==> src/sv/firfc_pkg.sv <==
// ----------------------------------------------------------------------------
// firfc_pkg
// shared constants, types and coefficient helpers for the fir convolution block
// ----------------------------------------------------------------------------
package firfc_pkg;

    localparam int TAPS_DEF     = 8;
    localparam int SAMPLE_W_DEF = 16;
    localparam int VALUE_W      = 35;
    localparam int COEF_W       = 16;
    localparam int REG_TAPS     = 8;
    localparam int TAP_COUNT_W  = 4;
    localparam int CFG_W        = 64;
    localparam int CFG_IDX_W    = 2;
    localparam int QUEUE_DEPTH  = 4;
    localparam int GROUP        = 8;

    typedef enum logic [CFG_IDX_W-1:0] {
        CFG_TAP_COUNT = 2'd0,
        CFG_COEF_LOW  = 2'd1,
        CFG_COEF_HIGH = 2'd2,
        CFG_REVERSE   = 2'd3
    } t_cfg_idx;

    // control that travels with one window through the back end
    typedef struct packed {
        logic valid;
        logic last;
    } t_ctl;

    // tap k of the two packed coefficient registers, zero past the register taps
    function automatic logic signed [COEF_W-1:0] tap_of(
        input logic [CFG_W-1:0] lo,
        input logic [CFG_W-1:0] hi,
        input int               k
    );
        logic [2*CFG_W-1:0] all_taps;
        logic [2:0]         k3;
        all_taps = {hi, lo};
        k3       = 3'(k);
        if (k < 0 || k >= REG_TAPS) begin
            return '0;
        end
        return $signed(all_taps[COEF_W*k3 +: COEF_W]);
    endfunction

endpackage

==> src/sv/firfc_seq.sv <==
// ----------------------------------------------------------------------------
// firfc_seq
// delay line and tail sequencer, issues one sample window per step
// ----------------------------------------------------------------------------
module firfc_seq #(
    parameter int TAPS         = firfc_pkg::TAPS_DEF,
    parameter int SAMPLE_WIDTH = firfc_pkg::SAMPLE_W_DEF,
    parameter int NW           = $clog2(TAPS + 1)
) (
    input  logic                              i_clk,
    input  logic                              i_rst_n,
    input  logic                              i_adv,
    input  logic [NW-1:0]                     i_n,
    input  logic                              i_q_valid,
    input  logic [SAMPLE_WIDTH-1:0]           i_q_sample,
    input  logic                              i_q_last,
    output logic                              o_pop,
    output logic [TAPS-1:0][SAMPLE_WIDTH-1:0] o_win,
    output firfc_pkg::t_ctl                   o_ctl
);
    localparam int DEPTH = TAPS - 1;

    logic [DEPTH-1:0][SAMPLE_WIDTH-1:0] r_dly, n_dly;
    logic [TAPS-1:0][SAMPLE_WIDTH-1:0]  r_win, n_win;
    logic [NW-1:0]                      r_tail, n_tail;
    firfc_pkg::t_ctl                    r_ctl, n_ctl;
    logic                               w_tail, w_issue, w_clear;

    assign w_tail  = (r_tail != '0);
    assign w_issue = w_tail || i_q_valid;
    assign o_pop   = i_adv && !w_tail;
    // the final output of a signal also empties the delay line
    assign w_clear = w_tail ? (r_tail == NW'(1)) : (i_q_last && (i_n == NW'(1)));

    always_comb begin
        n_win[0] = w_tail ? '0 : i_q_sample;
        for (int j = 1; j < TAPS; j++) begin
            n_win[j] = r_dly[j-1];
        end

        n_dly = r_dly;
        if (i_adv && w_issue) begin
            if (w_clear) begin
                n_dly = '0;
            end else begin
                for (int j = DEPTH - 1; j > 0; j--) begin
                    n_dly[j] = r_dly[j-1];
                end
                n_dly[0] = n_win[0];
            end
        end

        n_tail = r_tail;
        if (i_adv) begin
            if (w_tail) begin
                n_tail = r_tail - NW'(1);
            end else if (i_q_valid && i_q_last && (i_n != NW'(1))) begin
                n_tail = i_n - NW'(1);
            end
        end

        n_ctl.valid = w_issue;
        n_ctl.last  = w_clear;
    end

    always_ff @(posedge i_clk) begin
        if (!i_rst_n) begin
            r_dly  <= '0;
            r_tail <= '0;
            r_ctl  <= '0;
        end else begin
            r_dly  <= n_dly;
            r_tail <= n_tail;
            if (i_adv) begin
                r_ctl <= n_ctl;
            end
        end
    end

    always_ff @(posedge i_clk) begin
        if (i_adv) begin
            r_win <= n_win;
        end
    end

    assign o_win = r_win;
    assign o_ctl = r_ctl;
endmodule

==> config.mk <==
export PLATFORM = sky130hd
export DESIGN_NAME = firfc_seq
export DESIGN_NICKNAME = d
export VERILOG_FILES = /design/src/sv/firfc_pkg.sv /design/src/sv/firfc_seq.sv
export SDC_FILE = /design/constraint.sdc
export NUM_CORES = 1
export LEC_CHECK = 0
export BUFFER_PORTS_ARGS = -buffer_cell sky130_fd_sc_hd__buf_2
export CAP_MARGIN = 20
export CORE_ASPECT_RATIO = 0.7
export CORE_UTILIZATION = 30
export DETAILED_ROUTE_END_ITERATION = 8
export GPL_ROUTABILITY_DRIVEN = 1
export GPL_TIMING_DRIVEN = 1
export PLACE_DENSITY_LB_ADDON = 0.08
export SETUP_SLACK_MARGIN = 0.2
export SLEW_MARGIN = 40
export SYNTH_ARGS = -nofsm -noshare
export SYNTH_HDL_FRONTEND = slang
export SYNTH_SLANG_ARGS = --single-unit
==> constraint.sdc <==
create_clock -name i_clk -period 2.7 [get_ports i_clk]
set_input_delay 0 -clock i_clk [delete_from_list [all_inputs] [get_ports i_clk]]
set_output_delay 0 -clock i_clk [all_outputs]
set_load 0.01 [all_outputs]
; ---- Word level (Yosys, flattened, before mapping)
; Index checks and enable logic that the tools add are counted.
[word_totals]
ff_bits = 246
elab_cells = 38
inputBits = 25
[op_classes]
eq_ne = 3
reduce_logical = 10
muxes = 5
addsub = 2
[ops]
columns = operator, count
row1 = $mux 112, 1
row2 = $mux 16, 1
row3 = $eq 4x1->1 const B, 2
row4 = $mux 4, 2
row5 = $sub 4x1->4 const B, 2
row6 = $logic_and 1x1->1, 5
row7 = $ne 4x1->1 const B, 1
row8 = $reduce_bool 4->1, 1
row9 = $reduce_and 2->1, 1
row10 = $reduce_bool 2->1, 1
row11 = $logic_not 1->1, 1
row12 = $logic_or 1x1->1, 1
row13 = $mux 1, 1

; ---- Logic depth before layout (Yosys ltp)
[logic_depth]
ltp_word = 4
depth_mapped = 8
ltp_nobuf = 5

; ---- Worst setup path after synthesis
; OpenSTA, ideal clock, no wires.
[synth_timing]
kind = reg2reg
startpoint = register r_tail[0]
endpoint = register r_dly, in the netlist n_win[38]
t_arrival_ps = 1695
required_ps = 2584
path_stages_with_launch = 9
path_slack_ps = 888
path_cell_list = dfxtp_1 > inv_1 > ha_1 > or3b_1 > buf_2 > o32a_1 > buf_2 > buf_6 > a41o_1
[synth_via]
elab_chain_cells = 3
[synth_lines]
columns = element, line_no
row1 = start: declaration, firfc_seq.sv:25  ; logic [NW-1:0] r_tail, n_tail;
row2 = start signal: assignment, firfc_seq.sv:73  ; r_tail <= n_tail;
row3 = $eq 4x1->1 or $reduce_bool 4->1 (tied branches), "firfc_seq.sv:33, firfc_seq.sv:29"
row4 = $mux 1 or $logic_or 1x1->1 (tied branches), "firfc_seq.sv:33, firfc_seq.sv:30"
row5 = $mux 112 or $logic_and 1x1->1 (tied branches), "firfc_seq.sv:43, firfc_seq.sv:42"
row6 = end signal: assignment, firfc_seq.sv:72  ; r_dly <= n_dly;
row7 = end: declaration, firfc_seq.sv:23  ; logic [DEPTH-1:0][SAMPLE_WIDTH-1:0] r_dly, n_dly;
; Several ways; a longest one is shown, not always the timed one.
; A chain may end at the register's enable or synchronous reset.

; ---- Worst setup path after layout
[layout_timing]
startpoint = register r_tail[0]
endpoint = register r_tail[3]
[layout_via]
elab_chain_cells = 3
[layout_lines]
columns = element
row1 = "parallel branches: the longest is 3 deep, another holds $sub 4x1->4"
; Parallel ways; which one is timed is not known.

==> reports/qor.yml <==
clock_tree:
  clk_path_buf_depth: 3
  cts_sinks: 246
  tritoncts: "built"
  numCtsBuffers: 26
  htreeDepth: 1
  clock_latency_ns: 0.54
  path_clk_slew_ns: 0.06
  post_cts_buffers: 0
  root_buffer: "clkbuf_16"
logic_synthesis:
  syn_area_mm2: 0.00897
  synth_edf_count: 128
  yosysWarnings: 0
  yosysUniqueCellTypes: 39
  syn-num-nets: 758
  synth_top_area_cell: "edfxtp_1"
  netlist.area_leader.share_pct: 42.8
  synthTopCellsByArea: "edfxtp_1 (43%), dfxtp_1 (26%), o22ai_1 (5.6%)"
  ys_ff_latch: 246
  yosysSeqAreaShare_pct: 69.1
  syn_avg_cell_area_um2: 12.3
  synth.top_cells.by_count: "edfxtp_1 (128), dfxtp_1 (118), nand2_1 (102)"
  synthFlopType: "edfxtp_1"
  syn_inst: 729
  synth-async-reset-ratio_pct: 0
  synthMostInstantiatedCell: "edfxtp_1"
power:
  power.total_mw: 9.65
  switching_share_pct: 26.6
  p_per_area_mw_per_mm2: 854
  seqPwrFrac_pct: 45.0
  power_frac_clock_pct: 39.8
  ir_worst_vdd_mv: 0.440
  p_int_mw: 7.08
  power_leakage_nw: 4.36
  switchingPower_mw: 2.57
  combPwrFrac_pct: 15.2
final_layout:
  drive_above_1_share_pct: 25.5
  final_util_pct: 38.8
  syn2layout_area_growth_pct: 25.9
  final_area_mm2: 0.0113
  fin_cells: 1278
  ff_latch_area_mm2: 0.00621
  multiInputGateArea_mm2: 0.00245
  fillers: 2824
  fin_nets: 908
drt:
  vias: 6493
  drc_errors: 0
  routed_via_density: 5.08
  postRouteAntennaNets: 0
  wl_um: 25400
  drt-wirelength-per-cell_um: 19.9
  dr.pass1.iters: 5
  drtIter0Drc: 497
global_route:
  globalRoute.totalOverflow: 0
  grt_pass1_wl_um: 39200
  grt_pass1_vias: 6526
  track_usage_pct: 16.4
  grt_max_degree: 73
  antenna_found_initial: 2
worst_setup_path:
  critPathCaptureType: "flop"
  arrival_ns: 2.78
  crit_type: "reg -> reg"
  startpoint_type: "flop"
  crit_path_max_fanout: 20
  critPathRequiredTime_ns: 3.17
timing:
  rsz0062_at_grt: "false"
  clock_skew_ns: 0.0201
  fin_crit_ns: 2.32
  fin_ws_ns: 0.381
  slew_viol_final: 0
  clock.fmax_mhz: 431
  fin_hold_ws_ns: 0.0562
  hold_viol_final: 0
  setup_viol: 0
  setup_tns_ns: 0
  tightest_slew_ns: 0.806
  slew_headroom_pct: 45.5
  fin_crit_sh_pct: 85.9
flow_run:
  drv_cap: 0
placed_design:
  place.detailed.hpwl_um: 17000
  numPortBuffers: 155
  pre_cts_ws_ns: 0.521
  place_congestion: 0.768
  dp_cells: 1206
  dpl-instance-area_mm2: 0.0101
floorplanning:
  io_pins: 156
  rows: 52
  core-area_mm2: 0.0291
  die_x_um: 209
  fp.dieH_um: 147
  die_area_mm2: 0.0306
  start_util_pct: 30.8
run_status:
  status: "complete, no violations"
worst_hold_path:
  min_path_type: "in -> reg"
-- layer usage --
layer	wire length [um]	part of all wire [%]	global-route usage, %
met1	13000	51	25.8
met2	10500	41	23.1
met3	1490	5.9	2.86
met4	464	1.8	3.79
met5	13	0.051	0
-- path summary, 6_finish.rpt --
check / from / end / slack [ns] / depth (start not counted)
hold / removal: i_n[3] / r_tail[1]$_SDFFE_PN0P_ / 0.06 / 4
setup / recovery: r_tail[0]$_SDFFE_PN0P_ / r_tail[3]$_SDFFE_PN0P_ / 0.38 / 7
setup reg to reg: r_tail[0]$_SDFFE_PN0P_ / r_tail[3]$_SDFFE_PN0P_ / 0.38 / 7
hold reg to reg: n_win[111]$_SDFFE_PN0P_ / o_win[111]$_DFFE_PP_ / 0.41 / 0
-- state kept, by name, summed over array words and instances (netlist names) --
name and count:
n_win 112, o_ctl 2, o_win 128, r_tail 4
-- critical path, stage by stage, from the launching register on --
cell	delay [ns]
dfxtp_1	0.34
inv_1	0.11
ha_1	0.22
buf_4	0.25
nor3b_2	0.31
o21ai_0	0.16
a221oi_1	0.28
dlygate4sd3_1	0.59
-- area by class of cell --
type / instances / share of cell area [%]
antenna: 1 / 0.0222
clock buffer: 34 / 6.11
clock inverter: 14 / 2.05
inverter: 6 / 0.199
multi-input combinational: 401 / 21.7
sequential: 246 / 54.9
tap: 378 / 4.19
timing repair buffer: 198 / 10.8
-- power by group through the flow --
stage                     combinational, mW  sequential (mW)  clock [mW]
after global placement                 1.39             4.42           0
after detailed placement               1.42             4.42           0
final                                  1.47             4.34        3.85
after CTS                              1.46             4.35        3.94
after global routing                   1.59             4.37        4.09
after floorplan                       0.826             4.43           0
-- cells by family (layout without fill, tap and decap cells) --
kind of cell / Yosys count / in the layout / share of synthesized area [%]
AOI/OAI and AO/OA: 160 / 160 / 11.6
other: 0 / 1 / 0
adders and majority gates: 4 / 4 / 0.558
DFF: 246 / 246 / 69.1
xor gates and xnor gates: 2 / 2 / 0.195
muxes: 1 / 1 / 0.112
and+or+nand+nor: 234 / 234 / 14.6
buffers and inverters: 82 / 252 / 3.79
-- layout by cell type, fill, tap and decap left out, types with 3 or more instances in the layout --
master | netlist | routed
buf_2 | 14 | 153
buf_12 | 0 | 4
or3_1 | 81 | 81
nand2_1 | 102 | 102
ha_1 | 4 | 4
o21ai_0 | 19 | 19
nor4bb_1 | 7 | 7
inv_1 | 6 | 5
clkinv_2 | 0 | 3
dfxtp_1 | 118 | 118
nand4_1 | 16 | 16
o22ai_1 | 81 | 81
a21oi_1 | 33 | 33
and4bb_2 | 9 | 9
a41o_1 | 17 | 17
clkbuf_16 | 0 | 26
buf_4 | 0 | 16
edfxtp_1 | 128 | 128
nand3_1 | 3 | 3
bufinv_16 | 0 | 6
clkinv_1 | 0 | 3
clkbuf_1 | 59 | 7
dlygate4sd3_1 | 0 | 23
-- what timing repair did --
action                                  4_1_cts  5_1_grt
endpoints found under the setup margin        0        2
resized for setup                             0        1
endpoints found under the hold margin        85        0
hold buffers                                 23        0
Power figures use the tool's default switching activity.
