**config.mk**
```make
export PLATFORM = sky130hd
export DESIGN_NAME = firfc_front_flat
export DESIGN_NICKNAME = d
export VERILOG_FILES = /design/src/sv/firfc_pkg.sv /design/src/sv/firfc_smp_if.sv /design/src/sv/firfc_front.sv /design/src/flat_wrapper.sv
export SDC_FILE = /design/constraint.sdc
export NUM_CORES = 1
export LEC_CHECK = 0
export BUFFER_PORTS_ARGS = -buffer_cell sky130_fd_sc_hd__clkbuf_2
export CORE_MARGIN = 4
export CORE_UTILIZATION = 30
export DETAILED_ROUTE_END_ITERATION = 8
export GPL_ROUTABILITY_DRIVEN = 0
export PLACE_DENSITY_LB_ADDON = 0.12
export REMOVE_ABC_BUFFERS = 1
export SYNTH_ARGS = -nofsm -noshare
export SYNTH_HDL_FRONTEND = slang
export SYNTH_SLANG_ARGS = --single-unit
```
**constraint.sdc**
```tcl
create_clock -name i_clk -period 2.2 [get_ports i_clk]
set_clock_uncertainty 0.1 [all_clocks]
set_input_delay 0.22 -clock i_clk [delete_from_list [all_inputs] [get_ports i_clk]]
set_output_delay 0.22 -clock i_clk [all_outputs]
set_load 0.03 [all_outputs]
```
**src/sv/firfc_pkg.sv**
```systemverilog
// ----------------------------------------------------------------------------
// firfc_pkg
// shared constants, types and coefficient helpers for the fir convolution block
// ----------------------------------------------------------------------------
package firfc_pkg;

    localparam int TAPS_DEF     = 8;
    localparam int SAMPLE_W_DEF = 16;
    localparam int VALUE_W      = 35;
    localparam int COEF_W       = 16;
    localparam int REG_TAPS     = 8;
    localparam int TAP_COUNT_W  = 4;
    localparam int CFG_W        = 64;
    localparam int CFG_IDX_W    = 2;
    localparam int QUEUE_DEPTH  = 4;
    localparam int GROUP        = 8;

    typedef enum logic [CFG_IDX_W-1:0] {
        CFG_TAP_COUNT = 2'd0,
        CFG_COEF_LOW  = 2'd1,
        CFG_COEF_HIGH = 2'd2,
        CFG_REVERSE   = 2'd3
    } t_cfg_idx;

    // control that travels with one window through the back end
    typedef struct packed {
        logic valid;
        logic last;
    } t_ctl;

    // tap k of the two packed coefficient registers, zero past the register taps
    function automatic logic signed [COEF_W-1:0] tap_of(
        input logic [CFG_W-1:0] lo,
        input logic [CFG_W-1:0] hi,
        input int               k
    );
        logic [2*CFG_W-1:0] all_taps;
        logic [2:0]         k3;
        all_taps = {hi, lo};
        k3       = 3'(k);
        if (k < 0 || k >= REG_TAPS) begin
            return '0;
        end
        return $signed(all_taps[COEF_W*k3 +: COEF_W]);
    endfunction

endpackage

```
**src/sv/firfc_smp_if.sv**
```systemverilog
// ----------------------------------------------------------------------------
// firfc_smp_if
// input sample channel: valid, ready, sample and last marker
// ----------------------------------------------------------------------------
interface firfc_smp_if #(
    parameter int SAMPLE_WIDTH = firfc_pkg::SAMPLE_W_DEF
) ();
    logic                           valid;
    logic                           ready;
    logic signed [SAMPLE_WIDTH-1:0] sample;
    logic                           last_in;

    modport source (output valid, output sample, output last_in, input ready);
    modport sink   (input valid, input sample, input last_in, output ready);
endinterface

```
**src/sv/firfc_front.sv**
```systemverilog
// ----------------------------------------------------------------------------
// firfc_front
// accepts sample items and queues them with their last marker
// ----------------------------------------------------------------------------
module firfc_front #(
    parameter int SAMPLE_WIDTH = firfc_pkg::SAMPLE_W_DEF
) (
    input  logic                    i_clk,
    input  logic                    i_rst_n,
    firfc_smp_if.sink               i_smp,
    input  logic                    i_pop,
    output logic                    o_q_valid,
    output logic [SAMPLE_WIDTH-1:0] o_q_sample,
    output logic                    o_q_last
);
    localparam int PTR_W = $clog2(firfc_pkg::QUEUE_DEPTH);
    localparam int CNT_W = $clog2(firfc_pkg::QUEUE_DEPTH + 1);

    logic [SAMPLE_WIDTH-1:0] r_smp [firfc_pkg::QUEUE_DEPTH];
    logic                    r_lst [firfc_pkg::QUEUE_DEPTH];
    logic [PTR_W-1:0]        r_wr, r_rd;
    logic [CNT_W-1:0]        r_cnt;
    logic                    w_push, w_pop;

    assign i_smp.ready = (r_cnt != CNT_W'(firfc_pkg::QUEUE_DEPTH));
    assign w_push      = i_smp.valid && i_smp.ready;
    assign w_pop       = i_pop && (r_cnt != '0);

    assign o_q_valid   = (r_cnt != '0);
    assign o_q_sample  = r_smp[r_rd];
    assign o_q_last    = r_lst[r_rd];

    always_ff @(posedge i_clk) begin
        if (!i_rst_n) begin
            r_wr  <= '0;
            r_rd  <= '0;
            r_cnt <= '0;
        end else begin
            if (w_push) begin
                r_wr <= (r_wr == PTR_W'(firfc_pkg::QUEUE_DEPTH - 1)) ? '0 : r_wr + PTR_W'(1);
            end
            if (w_pop) begin
                r_rd <= (r_rd == PTR_W'(firfc_pkg::QUEUE_DEPTH - 1)) ? '0 : r_rd + PTR_W'(1);
            end
            if (w_push && !w_pop) begin
                r_cnt <= r_cnt + CNT_W'(1);
            end else if (w_pop && !w_push) begin
                r_cnt <= r_cnt - CNT_W'(1);
            end
        end
    end

    always_ff @(posedge i_clk) begin
        if (w_push) begin
            r_smp[r_wr] <= i_smp.sample;
            r_lst[r_wr] <= i_smp.last_in;
        end
    end
endmodule

```
**src/flat_wrapper.sv**
```systemverilog
// flat-port wrapper written by rule: the top's interface ports become plain ports
module firfc_front_flat 
#(
    parameter int SAMPLE_WIDTH = firfc_pkg::SAMPLE_W_DEF
)
  (i_clk, i_rst_n, i_pop, o_q_valid, o_q_sample, o_q_last, i_smp_valid, i_smp_sample, i_smp_last_in, i_smp_ready);
  firfc_smp_if #(.SAMPLE_WIDTH(SAMPLE_WIDTH)) i_smp_i ();
  input  logic i_clk;
  input  logic i_rst_n;
  input  logic i_pop;
  output logic o_q_valid;
  output logic [SAMPLE_WIDTH-1:0] o_q_sample;
  output logic o_q_last;
  input wire logic [$bits(i_smp_i.valid)-1:0] i_smp_valid;
  input wire logic [$bits(i_smp_i.sample)-1:0] i_smp_sample;
  input wire logic [$bits(i_smp_i.last_in)-1:0] i_smp_last_in;
  output wire logic [$bits(i_smp_i.ready)-1:0] i_smp_ready;
  assign i_smp_i.valid = i_smp_valid;
  assign i_smp_i.sample = i_smp_sample;
  assign i_smp_i.last_in = i_smp_last_in;
  assign i_smp_ready = i_smp_i.ready;
  firfc_front #(.SAMPLE_WIDTH(SAMPLE_WIDTH)) u_core (.i_clk(i_clk), .i_rst_n(i_rst_n), .i_smp(i_smp_i), .i_pop(i_pop), .o_q_valid(o_q_valid), .o_q_sample(o_q_sample), .o_q_last(o_q_last));
endmodule
```
* Yosys cells after proc, flatten, opt, wreduce, memory -nomap -nowiden
Memory sizes are Yosys's and may differ from the RTL's. A register that Yosys moved wholly into a read port is not among the register bits.
Index checks and enable logic that the tools add are counted.
** Operators by class
- Add/subtract/negate cells :: 4
- Eq/ne operators :: 3
- Multiplexer cells :: 10
- Reductions and logical operators :: 8
** Operators by type and width (number)
- $mux 2 :: 6
- $mux 3 :: 2
- $add 2x1->2 const B :: 2
- $eq 2x2->1 const B :: 2
- $logic_and 1x1->1 :: 4
- $add 3x1->3 const B :: 1
- $ne 3x3->1 const B :: 1
- $reduce_bool 3->1 :: 1
- $sub 3x1->3 const B :: 1
- $logic_not 1->1 :: 2
- $mux 1 :: 2
- $reduce_bool 2->1 :: 1
** Storage, ports and cells
- Register bits after elaboration :: 7
- RAM bits :: 68
- Input bits :: 21
- Output and inout port bits :: 19
- Word-level logic and storage cells :: 30
- Memories :: 2
** Memory list
- u_core.r_smp :: words 4, bits a word 16, rd ports 1, clocked after Yosys merged registers in 1, wr ports 1, line firfc_front.sv:19 : logic [SAMPLE_WIDTH-1:0] r_smp [firfc_pkg::QUEUE_DEPTH];
- u_core.r_lst :: words 4, bits a word 1, rd ports 1, clocked after Yosys merged registers in 1, wr ports 1, line firfc_front.sv:20 : logic r_lst [firfc_pkg::QUEUE_DEPTH];

* Longest topological paths before layout
- Depth after elaboration :: 6
- Mapped depth :: 9
- Mapped depth without buffers :: 8

* Worst setup path after synthesis
Ideal clock, no wire load.
- Path kind :: register to register
- From :: register u_core.r_cnt[0]
- To :: register u_core.r_cnt[2]
- Arrival time :: 2.103 ns
- Setup slack :: -0.073 ns
- Stages on the path, launching flop included :: 8
- Period minus slack after synthesis :: 2.273 ns
- Path through :: dfxtp_1 > o31ai_1 > ha_1 > inv_1 > fa_1 > xor2_1 > or3_2 > a21boi_1
** On the way
- Longest elaborated chain between the ends :: 5
- Elaborated cells on any way between the ends :: 13
- Those cells by class :: add/sub (2); eq/ne (1); mux (2); reduce/logical (8)
** Ends and longest elaborated chain
- start, declared :: line firfc_front.sv:22 : logic [CNT_W-1:0] r_cnt;
- start signal, assigned :: line firfc_front.sv:46 : r_cnt <= r_cnt + CNT_W'(1);
- start signal, assigned :: line firfc_front.sv:48 : r_cnt <= r_cnt - CNT_W'(1);
- branches (longest 5 deep; another with $sub 3x1->3)
Several ways; the timed one is not identified. The select of a mux whose other input is x is not followed.
A chain may end at the register's enable or synchronous reset.

* Final worst setup path
- From :: register u_core.r_cnt[2]
- To :: register u_core.r_cnt[2]
** On the way
- Longest elaborated chain between the ends :: 5
- Elaborated cells on any way between the ends :: 13
- Those cells by class :: add/sub (2); eq/ne (1); mux (2); reduce/logical (8)
** Ends and longest elaborated chain
- $ne 3x3->1 * :: line firfc_front.sv:25 : assign i_smp.ready = (r_cnt != CNT_W'(firfc_pkg::QUEUE_DEPTH));
- $logic_and 1x1->1 * :: line firfc_front.sv:26 : assign w_push = i_smp.valid && i_smp.ready;
- via u_core.w_push :: line firfc_front.sv:23 : logic w_push, w_pop;
- $logic_not 1->1 :: line firfc_front.sv:47 : end else if (w_pop && !w_push) begin
- $logic_and 1x1->1 :: line firfc_front.sv:47
- $reduce_bool 2->1 (no line)
Mark *: on every way through the listed nets, which the timed path passes. The rest lies on a longest branch. The select of a mux whose other input is x is not followed.

==> summary.md <==
| Metric | Value |
|---|---|
| Detailed Routing Iterations Pass 1 | 4 |
| Combinational family with the most area after synthesis | multiplexers |
| Synthesized area | 0.002938 sq mm |
| I/O pins | 40 |
| Status | complete, no violations |
| Synthesized flop and latch total | 77 |
| DIE WIDTH | 107.0 um |
| PortBufs | 39 |
| # DRC | 0 |
| FP Rows | 35 |
| Pre-CTS setup slack | -0.1140 ns |
| Final-layout fill cell count | 889 |
| Clock tree sinks | 77 |
| First-pass GRT wire length | 8.742 mm |
| Layout cells sized above 1 | 42.06% |
| Via count | 1466 |
| Synth unique cells | 29 |
| Number of global-route vias before repair | 1678 |
| Root Buffer | clkbuf_8 |
| Die Height | 107.0 um |
| Routed WL per cell | 15.68 um |
| H-Tree Level Count | 3 |
| Pwr Density | 1110 mW/mm^2 |
| Xor and xnor fraction of the mapped netlist area | 0.5963% |
| Slew of the pin with the lowest slew margin | 0.4943 ns |
| CTS buffer count | 9 |
| Mapped Avg Cell Area | 20.98 sq um |
| VDD IR max | 0.0006384 V |
| TritonCTS clock tree | done |
| Mapped Cells | 140 |
| Post-Synth Adder-Cell Area | 3.237% |
| Max-slew headroom | 67.05% |
| Area Overhead vs Synth | 25.43% |
| Clock Path Buffers | 2 |
| Pleak | 1.285 nW |
| Mux contribution to synthesized area | 13.71% |
| WP data arrival | 2.24 ns |
| Post-CTS Setup Repair Bufs | 0 |
| Worst-skew pair later-pin latency | 0.34 ns |
| Crit end category | flop |
| Core area | 0.009371 sq mm |
| Clock Pin Slew Worst Setup and Hold Paths | 0.07 ns |
| Final nets | 237 |
| Hold Violations, Final | 0 |
| Gr ovfl total | 0 |
| Total track usage | 10.40% |
| Ys Warns | 0 |
| Post-Synth Simple-Gate Area | 4.003% |
| Setup TNS | 0 ns |
| Crit path kind | flop to flop |
| Final WS setup | 0.1283 ns |
| DRT antenna net count | 0 |
| Antenna cells | 0 |
| Crit share post-route | 94.17% |
| Final Max Slew Viols | 0 |
| Sequential area share after synthesis | 75.64% |
| Unrepaired setup endpoints after global routing | false |
| Max-Cap Viols | 0 |
| WP data required | 2.37 ns |
| Crit path launch type | flop |
| Initial DRC count | 52 |
| Largest net degree at the start of global routing | 18 |
| Die area | 0.01144 sq mm |
| Fmax | 0.4827 GHz |
| Min-delay worst type | primary input to flop |
| Area fraction in compound gates after synthesis | 1.193% |
| Antenna violations before repair | 0 |
| Post-Route WL | 5.377 mm |
| Placed wire-length estimate | 3.511 mm |
| Post-route minimum period | 2.072 ns |
| # setup viols final | 0 |
| Vias/cell | 4.274 |
| Initial Util | 31.35% |
| Crit-path max FO | 5 |
## path summary, 6_finish.rpt
| check | startpoint | end | slack (ns) | cells after the start |
|---|---|---|---|---|
| min | i_smp_valid | u_core.r_wr[0] | 0.08 | 3 |
| max | u_core.r_cnt[2] | u_core.r_cnt[2] | 0.13 | 8 |
| min reg2reg | u_core.r_wr[1] | u_core.r_wr[1] | 0.42 | 2 |
| max reg2reg | u_core.r_cnt[2] | u_core.r_cnt[2] | 0.13 | 8 |
## kinds of logic (layout without fill, tap and decap cells)
| family | after synthesis | after routing |
|---|---|---|
| flip-flops | 77 | 77 |
| buffers and inverters | 9 | 83 |
| multiplexers | 19 | 19 |
| XOR/XNOR | 2 | 2 |
| AND/OR/NAND/NOR | 20 | 20 |
| AO/OA/AOI/OAI | 6 | 6 |
| adder cells (fa/ha/maj) | 7 | 7 |
## per-stage QoR
| stage | utilization (%) | total power [mW] | cell area [sq um] | instances | hold WS, ns |
|---|---|---|---|---|---|
| 2_1_floorplan | - | 2.753 | 2902 | 134 | 0.2189 |
| 3_5_place_dp | 35.41 | 3.181 | 3318 | 310 | 0.3414 |
| 5_1_grt | 39.32 | 4.314 | 3685 | 343 | 0.1016 |
| 3_3_place_gp | 35.41 | 3.122 | 3318 | 310 | 0.3314 |
| 6_report | 39.32 | 4.091 | 3685 | 343 | 0.08031 |
| 4_1_cts | 39.16 | 4.128 | 3670 | 343 | 0.06765 |
## layout make-up
class	count	area (sq um)	share of cell area, %
timing repair buffer	64	425.4	11.55
sequential	77	2228	60.48
clock inverter	3	12.51	0.3396
multi-input combinational	54	706.9	19.19
inverter	3	11.26	0.3056
tap	129	161.4	4.380
clock buffer	13	138.9	3.769
## layer usage
metal  vias up  global-route usage, %  part of all wire (%)
met5         -                      0                     0
met2        30                  18.44                    56
li1        699                      -                     -
met3        11                  2.890                   4.0
met1       726                  11.37                    38
met4         0                  5.205                   2.0
## layout by cell type, fill, tap and decap left out, types with 2 or more instances in the layout
| master | n |
|---|---|
| clkbuf_2 | 39 |
| mux2i_1 | 2 |
| nand2_1 | 5 |
| inv_1 | 2 |
| o21ai_0 | 3 |
| ha_1 | 5 |
| and3_2 | 4 |
| mux4_2 | 17 |
| clkbuf_1 | 4 |
| edfxtp_1 | 68 |
| nor2_1 | 2 |
| nand3_1 | 2 |
| dfxtp_1 | 6 |
| dlygate4sd3_1 | 17 |
| clkinv_1 | 2 |
| clkbuf_8 | 9 |
| dfxtp_2 | 2 |
| buf_4 | 8 |
## critical path: stages (launching register included)
cell and delay, ns:
dfxtp_4 0.36, or3b_4 0.23, and2_4 0.16, ha_4 0.14, inv_2 0.04, fa_2 0.35, xor2_1 0.16, or3_4 0.34
a21boi_2 0.13
## registers in the layout (all words and copies together) (netlist names), named ones only
signal / flops
u_core.r_wr: 2
u_core.r_lst: 4
u_core.r_cnt: 3
u_core.r_smp: 64
u_core.r_rd: 2
## power breakdown
| part | switching, mW | total [mW] | leakage, nW | internal, mW |
|---|---|---|---|---|
| Clock | 0.461 | 0.863 | 0.0765 | 0.402 |
| Combinational | 0.773 | 1.35 | 0.510 | 0.581 |
| Sequential | 0.0801 | 1.87 | 0.698 | 1.79 |
| Total | 1.31 | 4.09 | 1.28 | 2.78 |
## synth_stat cells
cell / count / area [sq um]
clkbuf_2: 1 / 5.000
mux4_2: 17 / 382.9
ha_1: 6 / 75.07
o21ai_0: 3 / 15.01
and2_1: 1 / 6.260
nor2b_1: 1 / 6.260
a21boi_1: 1 / 7.510
buf_6: 1 / 11.26
fa_1: 1 / 20.02
nand2_1: 5 / 18.77
and3_2: 4 / 30.03
edfxtp_1: 68 / 2042
or3b_1: 1 / 8.760
xnor2_1: 1 / 8.760
o31ai_1: 1 / 7.510
xor2_1: 1 / 8.760
inv_1: 3 / 11.26
buf_4: 1 / 7.510
dfxtp_1: 9 / 180.2
nand3_1: 2 / 10.01
nand4_1: 1 / 6.260
or3_2: 2 / 15.01
nor2_1: 2 / 7.510
and2_4: 1 / 8.760
clkbuf_1: 1 / 3.750
buf_1: 1 / 3.750
mux2i_1: 2 / 20.02
buf_2: 1 / 5.000
o21ai_1: 1 / 5.000
## repair_timing
item | in CTS | in global routing
endpoints found under the setup margin | 1 | 1
pin swaps | 1 | 1
endpoints found under the hold margin | 66 | 0
hold buffers | 17 | 0
resized for setup | 7 | 6
gates cloned | 0 | 0
Power figures use the tool's default switching activity.
